$ cat src/rtl/lhr_pkg.sv
// ---------------------------------------------------------------------------
// lhr_pkg
// Shared types and constants of the largest histogram rectangle block.
// ---------------------------------------------------------------------------
package lhr_pkg;

  localparam int HEIGHT_W = 32;
  localparam int AREA_W   = 42;

  localparam logic [AREA_W-1:0] AREA_MAX = '1;

  typedef enum logic [2:0] {
    S_IDLE,
    S_CMP,
    S_POP_WAIT,
    S_FLUSH,
    S_FLUSH_WAIT,
    S_DONE
  } state_t;

  // controller to datapath
  typedef struct packed {
    logic load_in;   // latch the accepted bar
    logic pop;       // score the top entry, drop it, fetch the one below
    logic push;      // push the latched bar, advance the position
    logic load_top;  // take the fetched entry as the new top
    logic load_out;  // publish the result and clear for the next histogram
  } cmd_t;

  // datapath to controller
  typedef struct packed {
    logic skip;      // latched bar lies beyond the capacity
    logic last;      // latched bar closes the histogram
    logic pop_ok;    // stack not empty and top taller than the latched bar
    logic nonempty;  // stack holds at least one entry
    logic out_busy;  // result register still full and not taken this cycle
  } status_t;

endpackage

$ cat src/rtl/lhr_ctrl.sv
// ---------------------------------------------------------------------------
// lhr_ctrl
// Sequencer: accept a bar, pop taller entries, push, flush on the last bar.
// ---------------------------------------------------------------------------
module lhr_ctrl (
  input  logic             clk,
  input  logic             rst,
  input  logic             in_valid,
  output logic             in_ready,
  input  lhr_pkg::status_t status,
  output lhr_pkg::cmd_t    cmd
);
  import lhr_pkg::*;

  state_t state, state_next;

  always_ff @(posedge clk) begin
    if (rst) begin
      state <= S_IDLE;
    end else begin
      state <= state_next;
    end
  end

  always_comb begin
    state_next = state;
    cmd        = '0;
    in_ready   = 1'b0;
    unique case (state)
      S_IDLE: begin
        in_ready = 1'b1;
        if (in_valid) begin
          cmd.load_in = 1'b1;
          state_next  = S_CMP;
        end
      end
      S_CMP: begin
        priority if (status.skip) begin
          state_next = status.last ? S_FLUSH : S_IDLE;
        end else if (status.pop_ok) begin
          cmd.pop    = 1'b1;
          state_next = S_POP_WAIT;
        end else begin
          cmd.push   = 1'b1;
          state_next = status.last ? S_FLUSH : S_IDLE;
        end
      end
      S_POP_WAIT: begin
        cmd.load_top = 1'b1;
        state_next   = S_CMP;
      end
      S_FLUSH: begin
        if (status.nonempty) begin
          cmd.pop    = 1'b1;
          state_next = S_FLUSH_WAIT;
        end else begin
          state_next = S_DONE;
        end
      end
      S_FLUSH_WAIT: begin
        cmd.load_top = 1'b1;
        state_next   = S_FLUSH;
      end
      S_DONE: begin
        if (!status.out_busy) begin
          cmd.load_out = 1'b1;
          state_next   = S_IDLE;
        end
      end
      default: begin
        state_next = S_IDLE;
      end
    endcase
  end

endmodule

$ cat config.mk
export PLATFORM = sky130hd
export DESIGN_NAME = lhr_ctrl
export DESIGN_NICKNAME = d
export VERILOG_FILES = /design/src/rtl/lhr_pkg.sv /design/src/rtl/lhr_ctrl.sv
export SDC_FILE = /design/constraint.sdc
export NUM_CORES = 1
export LEC_CHECK = 0
export CAP_MARGIN = 0
export CORE_AREA = 10 10 47 49
export CTS_BUF_LIST = sky130_fd_sc_hd__clkbuf_16
export DETAILED_ROUTE_END_ITERATION = 6
export DIE_AREA = 0 0 57 59
export DONT_BUFFER_PORTS = 1
export PLACE_DENSITY = 0.3
export SLEW_MARGIN = 20
export SYNTH_ARGS = -nofsm -noshare
export SYNTH_HDL_FRONTEND = slang
export SYNTH_SLANG_ARGS = --single-unit
$ cat constraint.sdc
create_clock -name clk -period 1.32 [get_ports clk]
set_clock_uncertainty 0.1 [all_clocks]
set_input_delay 0.066 -clock clk [delete_from_list [all_inputs] [get_ports clk]]
set_output_delay 0.066 -clock clk [all_outputs]
set_load 0.01 [all_outputs]
==> impl_metrics.tcl, run 1 <==
set metrics [dict create \
    worst_pin_slew_ns 0.284 \
    antenna_cells 0 \
    final-hold-violation-count 0 \
    drt-total-wl_microns 687 \
    holdCritPathClass "input port to flip-flop" \
    synth.top_cell.area_share 0.246 \
    cp_data_arrival_time_ns 1.04 \
    grt_antenna_before_repair 0 \
    drtIter0Drc 2 \
    slew_viol_final 0 \
    synth_top_family_by_area "simple AND/OR/NAND/NOR gates" \
    setup_viol 0 \
    intPower_uw 527 \
    portBuffers 0 \
    finalPower_uw 652 \
    largest_reg_flops 3 \
    ys_ff_latch 3 \
    ir_drop_mv 0.555 \
    grtUsageTotal 0.0466 \
    syn_nets 36 \
    status "complete, no violations" \
    slew_headroom 0.811 \
    grt_max_degree 11 \
    htreeDepth 1 \
    power_switching_uw 125 \
    hpwl_microns 541 \
    clock_latency_ns 0.22 \
    synthSimpleGateAreaFrac 0.446 \
    p_comb_frac 0.103 \
    cts_buffer_depth 2 \
    clkPwrFrac 0.728 \
    final.period_utilization 0.916 \
    clkTransAtPathRegs_ns 0.03 \
    synthXorXnorAreaFrac 0 \
    worst_setup_path_end_kind "output port" \
    rsz0062_at_grt "no" \
    grt_pass1_vias 267 \
    drv_cap 0 \
    fp-row-count 14 \
    seq_power_share 0.169 \
    initial_core_util 0.174 \
    area_growth_pct 59.0 \
    core_area_sq_um 1400 \
    synth_enable_flop_cells 0 \
    synthFlopType "dfxtp_1" \
    critical_path_required_ns 1.15 \
    dieArea_sq_um 3360 \
    yosysSeqAreaShare 0.246 \
    timing.fmax_ghz 0.827 \
    routedWlPerCell_microns 13.2 \
    gp_congestion 0.617 \
    fillers 166 \
    critPathLaunchType "flip-flop" \
    yosysTopAreaCell "dfxtp_1" \
    netlist_top_cells_area "dfxtp_1 25%, nand2b_1 7.7%, nor2b_1 7.7%, a21oi_1 6.2%, nand2b_4 5.6%" \
    cp_max_fo 7 \
    switching_share 0.192 \
    yosysUniqueCellTypes 20 \
    cts.sinks 3 \
    drive_above_1_share 0.361 \
    final.setup.tns_ns 0 \
    largest_registers "state: 3 flops" \
    synth_area_sq_um 244 \
    grt-ovfl-total 0 \
    path_class "flip-flop to output port" \
    first_pass_iters 2 \
    synth_fa_ha_area_frac 0 \
    synthTopCellsByCount "3 x a21oi_1, 3 x dfxtp_1, 3 x nand2b_1, 3 x nor2b_1" \
    grt_pass1_wl_microns 1190 \
    detail-route-antenna-nets 0 \
    synthMuxAreaShare 0.0410 \
    numCtsBuffers 3 \
    async_reset_ff_frac 0 \
    power.density_nw_per_um2 1680 \
    layout_min_cycle_time_ns 1.21 \
    cts_tree "built" \
    die_h_microns 59 \
    synth_compound_area_frac 0.205 \
    routed_via_density 4.23 \
    dr_total_vias 220 \
    final_nets 45 \
    die_width_microns 57 \
    synth-warning-count 0 \
    synth_cells 28 \
    cts.root.buffer_cell "clkbuf_16" \
    drc 0 \
    cellLeakagePower_nw 0.139 \
    largest_register "state" \
    synth_area_per_cell_sq_um 8.71 \
    pin_count 14 \
]
## layout make-up
class,instances,area (sq um),area share
multi-input combinational,23,178,0.458
timing repair buffer,5,45.0,0.116
clock buffer,3,75.1,0.194
clock inverter,1,3.75,0.00968
inverter,1,3.75,0.00968
sequential,3,62.6,0.161
tap,16,20.0,0.0516
## critical path, cell delays in order (launching register included)
cell      delay, ns
dfxtp_1        0.35
nand2b_4       0.18
nor4_2         0.13
buf_4          0.16
## power groups by stage
stage	clock (mW)	combinational, mW	sequential [mW]
floorplan	0	0.0510	0.105
global placement	0	0.0592	0.110
detailed placement	0	0.0587	0.111
CTS	0.482	0.0674	0.110
global route	0.490	0.0746	0.112
finish	0.475	0.0669	0.110
## repair_timing
action / CTS / global route
buffers inserted: 0 / 0
setup endpoints to repair: 1 / 2
hold buffers: 3 / 0
hold endpoints to repair: 3 / 0
gates resized for setup: 1 / 3
pin swaps: 0 / 0
## stage by stage
stage / hold WS [ns] / instances / instance area [sq um] / util / setup slack (ns)
final: 0.0210 / 52 / 388 / 0.277 / 0.111
after global routing: 0.0366 / 52 / 388 / 0.277 / 0.0147
after CTS: 0.0234 / 52 / 378 / 0.270 / 0.0161
after detailed placement: 0.0331 / 45 / 268 / 0.191 / 0.176
after global placement: 0.0348 / 45 / 268 / 0.191 / 0.185
after floorplan: 0.0306 / 28 / 244 / - / 0.243
## placed cells by master, fill, tap and decap left out
cell and count:
nor2b_1 2, nor3_2 1, nor2_1 1, nor4_2 1
dfxtp_1 1, buf_4 2, dlygate4sd3_1 3, nand3b_1 1
a211oi_2 1, o21bai_1 1, nand2b_1 3, and2_1 1
o311a_1 1, inv_1 2, or2b_1 1, o21ai_0 1
nor3b_1 1, dfxtp_2 2, a21oi_1 3, nor2b_2 2
mux2i_1 1, nand2b_4 1, clkbuf_16 3
## metal layers
layer | part of all wire | vias to the layer above | GRT usage
met5 | 0 | - | 0
met4 | 0.039 | 0 | 0.0604
met3 | 0.11 | 2 | 0.0279
met2 | 0.39 | 11 | 0.0574
met1 | 0.47 | 94 | 0.0474
li1 | - | 113 | -
## worst paths after layout
check	start	endpoint	slack [ns]	depth (start not counted)
setup / recovery	state[2]	cmd[2]	0.11	3
hold / removal	status[3]	state[1]	0.02	2
setup reg to reg	state[2]	state[0]	0.23	2
hold reg to reg	state[0]	state[2]	0.41	2
## kinds of logic (layout without fill, tap and decap cells)
group	count (synthesis)	in the layout
AO/OA/AOI/OAI	7	7
flip-flops	3	3
AND/OR/NAND/NOR	15	15
multiplexers	1	1
buffers and inverters	2	10
Note: power is estimated with default switching activity, not from simulation.
==> inputs of run 2 (changes only) <==
--- a/config.mk
+++ b/config.mk
@@ -6,12 +6,13 @@
 export NUM_CORES = 1
 export LEC_CHECK = 0
 export CAP_MARGIN = 0
-export CORE_AREA = 10 10 47 49
+export CORE_AREA = 2 2 39 41
 export CTS_BUF_LIST = sky130_fd_sc_hd__clkbuf_16
 export DETAILED_ROUTE_END_ITERATION = 6
-export DIE_AREA = 0 0 57 59
+export DIE_AREA = 0 0 41 43
 export DONT_BUFFER_PORTS = 1
 export PLACE_DENSITY = 0.3
+export SETUP_SLACK_MARGIN = 0.5
 export SLEW_MARGIN = 20
 export SYNTH_ARGS = -nofsm -noshare
 export SYNTH_HDL_FRONTEND = slang
==> run 2 against run 1 <==
  * The flow now finishes with violations (negative hold slack)
  * Combinational power up 51%
  * Sequential share of layout area down 1.2 points
  * Die area down 48%
  * Total power up 3.9%
  * Flip-flop and latch count unchanged
  * Worst hold slack worse by 0.066 ns
==> impl_metrics.tcl, run 2 (synthesis gave the netlist of run 1 again) <==
set metrics [dict create \
    status "finished, violations left" \
    violations "negative hold slack" \
    grt_pass1_vias 263 \
    cellLeakagePower_nw 0.178 \
    routedWlPerCell_microns 12.3 \
    timing.fmax_ghz 0.838 \
    detail-route-antenna-nets 0 \
    hold_start "status[3]" \
    use_met1 0.112 \
    first_pass_iters 4 \
    cp_num_cells 2 \
    rsz0062_at_grt "yes" \
    drv_cap 0 \
    path_cells "nor3_4 -> and2_4" \
    final-hold-violation-count 2 \
    post-route-util 0.345 \
    reg2reg_from "state[0]" \
    area_growth_pct 95.9 \
    timing.critical_path.buf_inv 0 \
    grt_antenna_before_repair 0 \
    drt-total-wl_microns 675 \
    grt_util_met2 0.113 \
    die_h_microns 43 \
    holdWs_ns -0.0450 \
    worst_setup_path_end_kind "output port" \
    layout_min_cycle_time_ns 1.19 \
    min_path_cells 2 \
    slew_viol_final 0 \
    portBuffers 0 \
    setup_ws_ns 0.127 \
    largest_register "state" \
    slew_headroom 0.824 \
    largest_registers "state: 3 flops" \
    ir_drop_mv 0.486 \
    holdCritPathClass "input port to flip-flop" \
    initial_core_util 0.176 \
    htreeDepth 1 \
    grt_pass1_wl_microns 1040 \
    final_nets 48 \
    grt-busiest-layer "met2" \
    worstHoldEndpoint "state[1]" \
    cts.sinks 3 \
    cpPeakStageDelay_ns 0.35 \
    critical_path_required_ns 1.15 \
    hpwl_microns 420 \
    path_class "flip-flop to output port" \
    dr_total_vias 247 \
    clock_latency_ns 0.22 \
    reg2regPathDepth 3 \
    routed_via_density 4.49 \
    grt_max_degree 11 \
    gp_congestion 0.701 \
    r2r_end "state[1]" \
    layout_commonest_cell "buf_4" \
    pin_count 14 \
    clkTransAtPathRegs_ns 0.03 \
    hold_buffers 2 \
    cpMaxStageDelayCell "dfxtp_4" \
    grt_use_met3 0.0314 \
    setup_viol 0 \
    drive_above_1_share 0.641 \
    critPathTopFamily "simple AND/OR/NAND/NOR gates" \
    critPathLaunchType "flip-flop" \
    grt-ovfl-total 0 \
    drtIter0Drc 6 \
    antenna_cells 0 \
    reg2reg_setup_slack_ns 0.21 \
    core_area_sq_um 1380 \
    largest_reg_flops 3 \
    power.density_nw_per_um2 1420 \
    cp_max_fo 3 \
    final.period_utilization 0.904 \
    die_width_microns 41 \
    grtUsageTotal 0.0922 \
    fillers 140 \
    finalPower_uw 677 \
    numCtsBuffers 3 \
    drc 0 \
    fp-row-count 14 \
    final.setup.tns_ns 0 \
    cts_buffer_depth 2 \
    dieArea_sq_um 1760 \
    layout_common_cells "5 x buf_4, 3 x nand2b_1, 3 x clkbuf_16, 3 x dfxtp_4" \
    place_ws_ns 0.0942 \
    worst_pin_slew_ns 0.262 \
    cp_data_arrival_time_ns 1.03 \
    cts.root.buffer_cell "clkbuf_16" \
    cts_tree "built" \
]
-- run 2: per-stage QoR --
stage	std cells	instance area, sq um
after global placement	43	273
after detailed placement	43	273
after global routing	55	478
final	55	478
after CTS	50	419
after floorplan	28	264
-- run 2: per-layer routing --
metal,vias to the layer above,wire [microns]
met5,-,0
met4,0,14
met3,2,64
met2,15,330
met1,110,264
li1,120,-
-- run 2: cell type report --
cell class,instances,area (sq um),share of cell area
Clock inverter,1,3.75,0.00785
Multi-Input combinational cell,23,233,0.487
Sequential cell,3,71.3,0.149
Tap cell,16,20.0,0.0419
Inverter,1,3.75,0.00785
Clock buffer,3,75.1,0.157
Timing Repair Buffer,8,71.3,0.149
-- run 2: worst reg2reg max path: stages (launching register included) --
cell and delay (ns):
dfxtp_4 0.35, buf_4 0.14, or2b_1 0.23, a211oi_2 0.20
-- run 2: worst max-delay path by stage --
stage,start,slack [ns],endpoint
floorplan,state[2],0.29,state[0]
global placement,state[1],0.12,state[0]
detailed placement,state[1],0.09,state[0]
CTS,state[2],0.10,cmd[4]
global route,state[2],0.06,cmd[4]
finish,state[0],0.13,cmd[4]
-- run 2: what timing repair did --
| action | CTS | global route |
|---|---|---|
| pin swaps | 3 | 3 |
| endpoints found under the hold margin | 3 | 1 |
| buffers inserted | 1 | 5 |
| resized for setup | 9 | 7 |
| endpoints found under the setup margin | 9 | 9 |
| gates cloned | 0 | 0 |
-- run 2: report_power, final --
| group | total [mW] | internal [mW] | switching [mW] |
|---|---|---|---|
| combinational | 0.101 | 0.0596 | 0.0413 |
| sequential | 0.106 | 0.0951 | 0.0111 |
| clock | 0.470 | 0.390 | 0.0798 |
| total | 0.677 | 0.545 | 0.132 |
==> inputs of run 3 (changes only) <==
--- a/config.mk
+++ b/config.mk
@@ -8,10 +8,11 @@
 export CAP_MARGIN = 0
 export CORE_AREA = 2 2 39 41
 export CTS_BUF_LIST = sky130_fd_sc_hd__clkbuf_16
+export CTS_CLUSTER_SIZE = 30
 export DETAILED_ROUTE_END_ITERATION = 6
 export DIE_AREA = 0 0 41 43
 export DONT_BUFFER_PORTS = 1
-export PLACE_DENSITY = 0.3
+export PLACE_DENSITY = 0.38
 export SETUP_SLACK_MARGIN = 0.5
 export SLEW_MARGIN = 20
 export SYNTH_ARGS = -nofsm -noshare
==> run 3 against run 2 <==
  * The flow still finishes with violations (negative hold slack)
  * Total power shrank 1.1%
  * Clock power is essentially flat
  * Final area shrank 4.2%
  * Flip-flop and latch count is the same
  * Critical path type unchanged
  * Register-to-register slack is essentially flat
  * Global-route usage shrank 0.58 points
  * Sequential power is essentially flat
  * Critical path depth is the same
  * Setup slack lost 0.0030 ns
==> impl_metrics.tcl, run 3 (synthesis gave the netlist of run 1 again) <==
set metrics [dict create \
    htreeDepth 1 \
    numCtsBuffers 3 \
    routed_via_density 4.56 \
    dp_cells 43 \
    slew_headroom 0.824 \
    cpPeakStageDelay_ns 0.35 \
    final.period_utilization 0.906 \
    grt_max_degree 11 \
    status "finished, violations left" \
    power.density_nw_per_um2 1460 \
    cts_tree "built" \
    cp_max_fo 5 \
    portBuffers 0 \
    rsz0062_at_grt "yes" \
    cp_data_arrival_time_ns 1.03 \
    pin_count 14 \
    drt-total-wl_microns 655 \
    path_class "flip-flop to output port" \
    reg2reg_setup_slack_ns 0.20 \
    violations "negative hold slack" \
    hpwl_microns 454 \
    setup_viol 0 \
    largest_reg_flops 3 \
    final.setup.tns_ns 0 \
    die_h_microns 43 \
    drv_cap 0 \
    cpMaxStageDelayCell "dfxtp_4" \
    area_growth_pct 87.7 \
    detail-route-antenna-nets 0 \
    die_width_microns 41 \
    layout_common_cells "3 x clkbuf_16, 3 x dfxtp_4" \
    gp_congestion 0.672 \
    grt_antenna_before_repair 0 \
    clock_latency_ns 0.22 \
    dr_total_vias 237 \
    worst_pin_slew_ns 0.262 \
    path_cells "nor3_4 -> and2_4" \
    largest_register "state" \
    timing.fmax_ghz 0.836 \
    setup_ws_ns 0.124 \
    cellLeakagePower_nw 0.158 \
    grt-ovfl-total 0 \
    holdWs_ns -0.0210 \
    finalPower_uw 670 \
    drive_above_1_share 0.583 \
    cts.sinks 3 \
    grt_pass1_vias 237 \
    layout_min_cycle_time_ns 1.20 \
    critical_path_required_ns 1.15 \
    grtUsageTotal 0.0863 \
    dieArea_sq_um 1760 \
    routedWlPerCell_microns 12.6 \
    cts.root.buffer_cell "clkbuf_16" \
    post-route-util 0.331 \
    cts_buffer_depth 2 \
    initial_core_util 0.176 \
    grt_pass1_wl_microns 972 \
    final-hold-violation-count 2 \
    clkTransAtPathRegs_ns 0.03 \
    worst_setup_path_end_kind "output port" \
    fillers 158 \
    final_nets 45 \
    drc 0 \
    ir_drop_mv 1.26 \
    final_cells 52 \
    fp-row-count 14 \
    antenna_cells 0 \
    slew_viol_final 0 \
    holdCritPathClass "input port to flip-flop" \
    core_area_sq_um 1380 \
    first_pass_iters 2 \
    critPathLaunchType "flip-flop" \
    drtIter0Drc 2 \
    place_ws_ns 0.105 \
    largest_registers "state: 3 flops" \
]
run 3: critical path, delay by kind of cell, from the launching register on:
kind,cells,cell delay [ns]
flip-flops,1,0.35
AND/OR/NAND/NOR,2,0.46
run 3: routing by layer:
layer,up-vias,global-route usage,wire [microns]
met3,0,0.0681,76
met2,11,0.122,299
met5,-,0,0
li1,116,-,-
met1,110,0.0900,278
met4,0,0.0400,0
run 3: area by class of cell:
class / count / area (sq um) / share of cell area
Clock inverter: 1 / 3.75 / 0.00820
Tap cell: 16 / 20.0 / 0.0437
Inverter: 1 / 3.75 / 0.00820
Clock buffer: 3 / 75.1 / 0.164
Timing Repair Buffer: 5 / 58.8 / 0.128
Sequential cell: 3 / 71.3 / 0.156
Multi-Input combinational cell: 23 / 225 / 0.492
run 3: worst paths after layout:
| path | from | to | cells after the start |
|---|---|---|---|
| worst min register to register | state[0] | state[2] | 2 |
| worst min-delay path | in_valid | state[0] | 3 |
| worst max register to register | state[0] | state[0] | 3 |
| worst max-delay path | state[2] | cmd[4] | 2 |
run 3: power breakdown:
part / switching [mW] / internal (mW)
clock: 0.0778 / 0.390
sequential: 0.0139 / 0.0952
combinational: 0.0379 / 0.0547
run 3: timing repair:
item / CTS / global route
endpoints found under the hold margin: 3 / 0
pin swaps: 3 / 2
endpoints found under the setup margin: 9 / 9
setup buffers: 1 / 2
hold buffers: 2 / 0
resized for setup: 8 / 7
run 3: per-stage QoR:
stage | hold slack (ns) | instance area [sq um]
6_report | -0.0210 | 458
3_5_place_dp | 0.0333 | 273
2_1_floorplan | 0.0306 | 264
5_1_grt | 0.0110 | 458
4_1_cts | -0.0166 | 408
3_3_place_gp | 0.0354 | 273
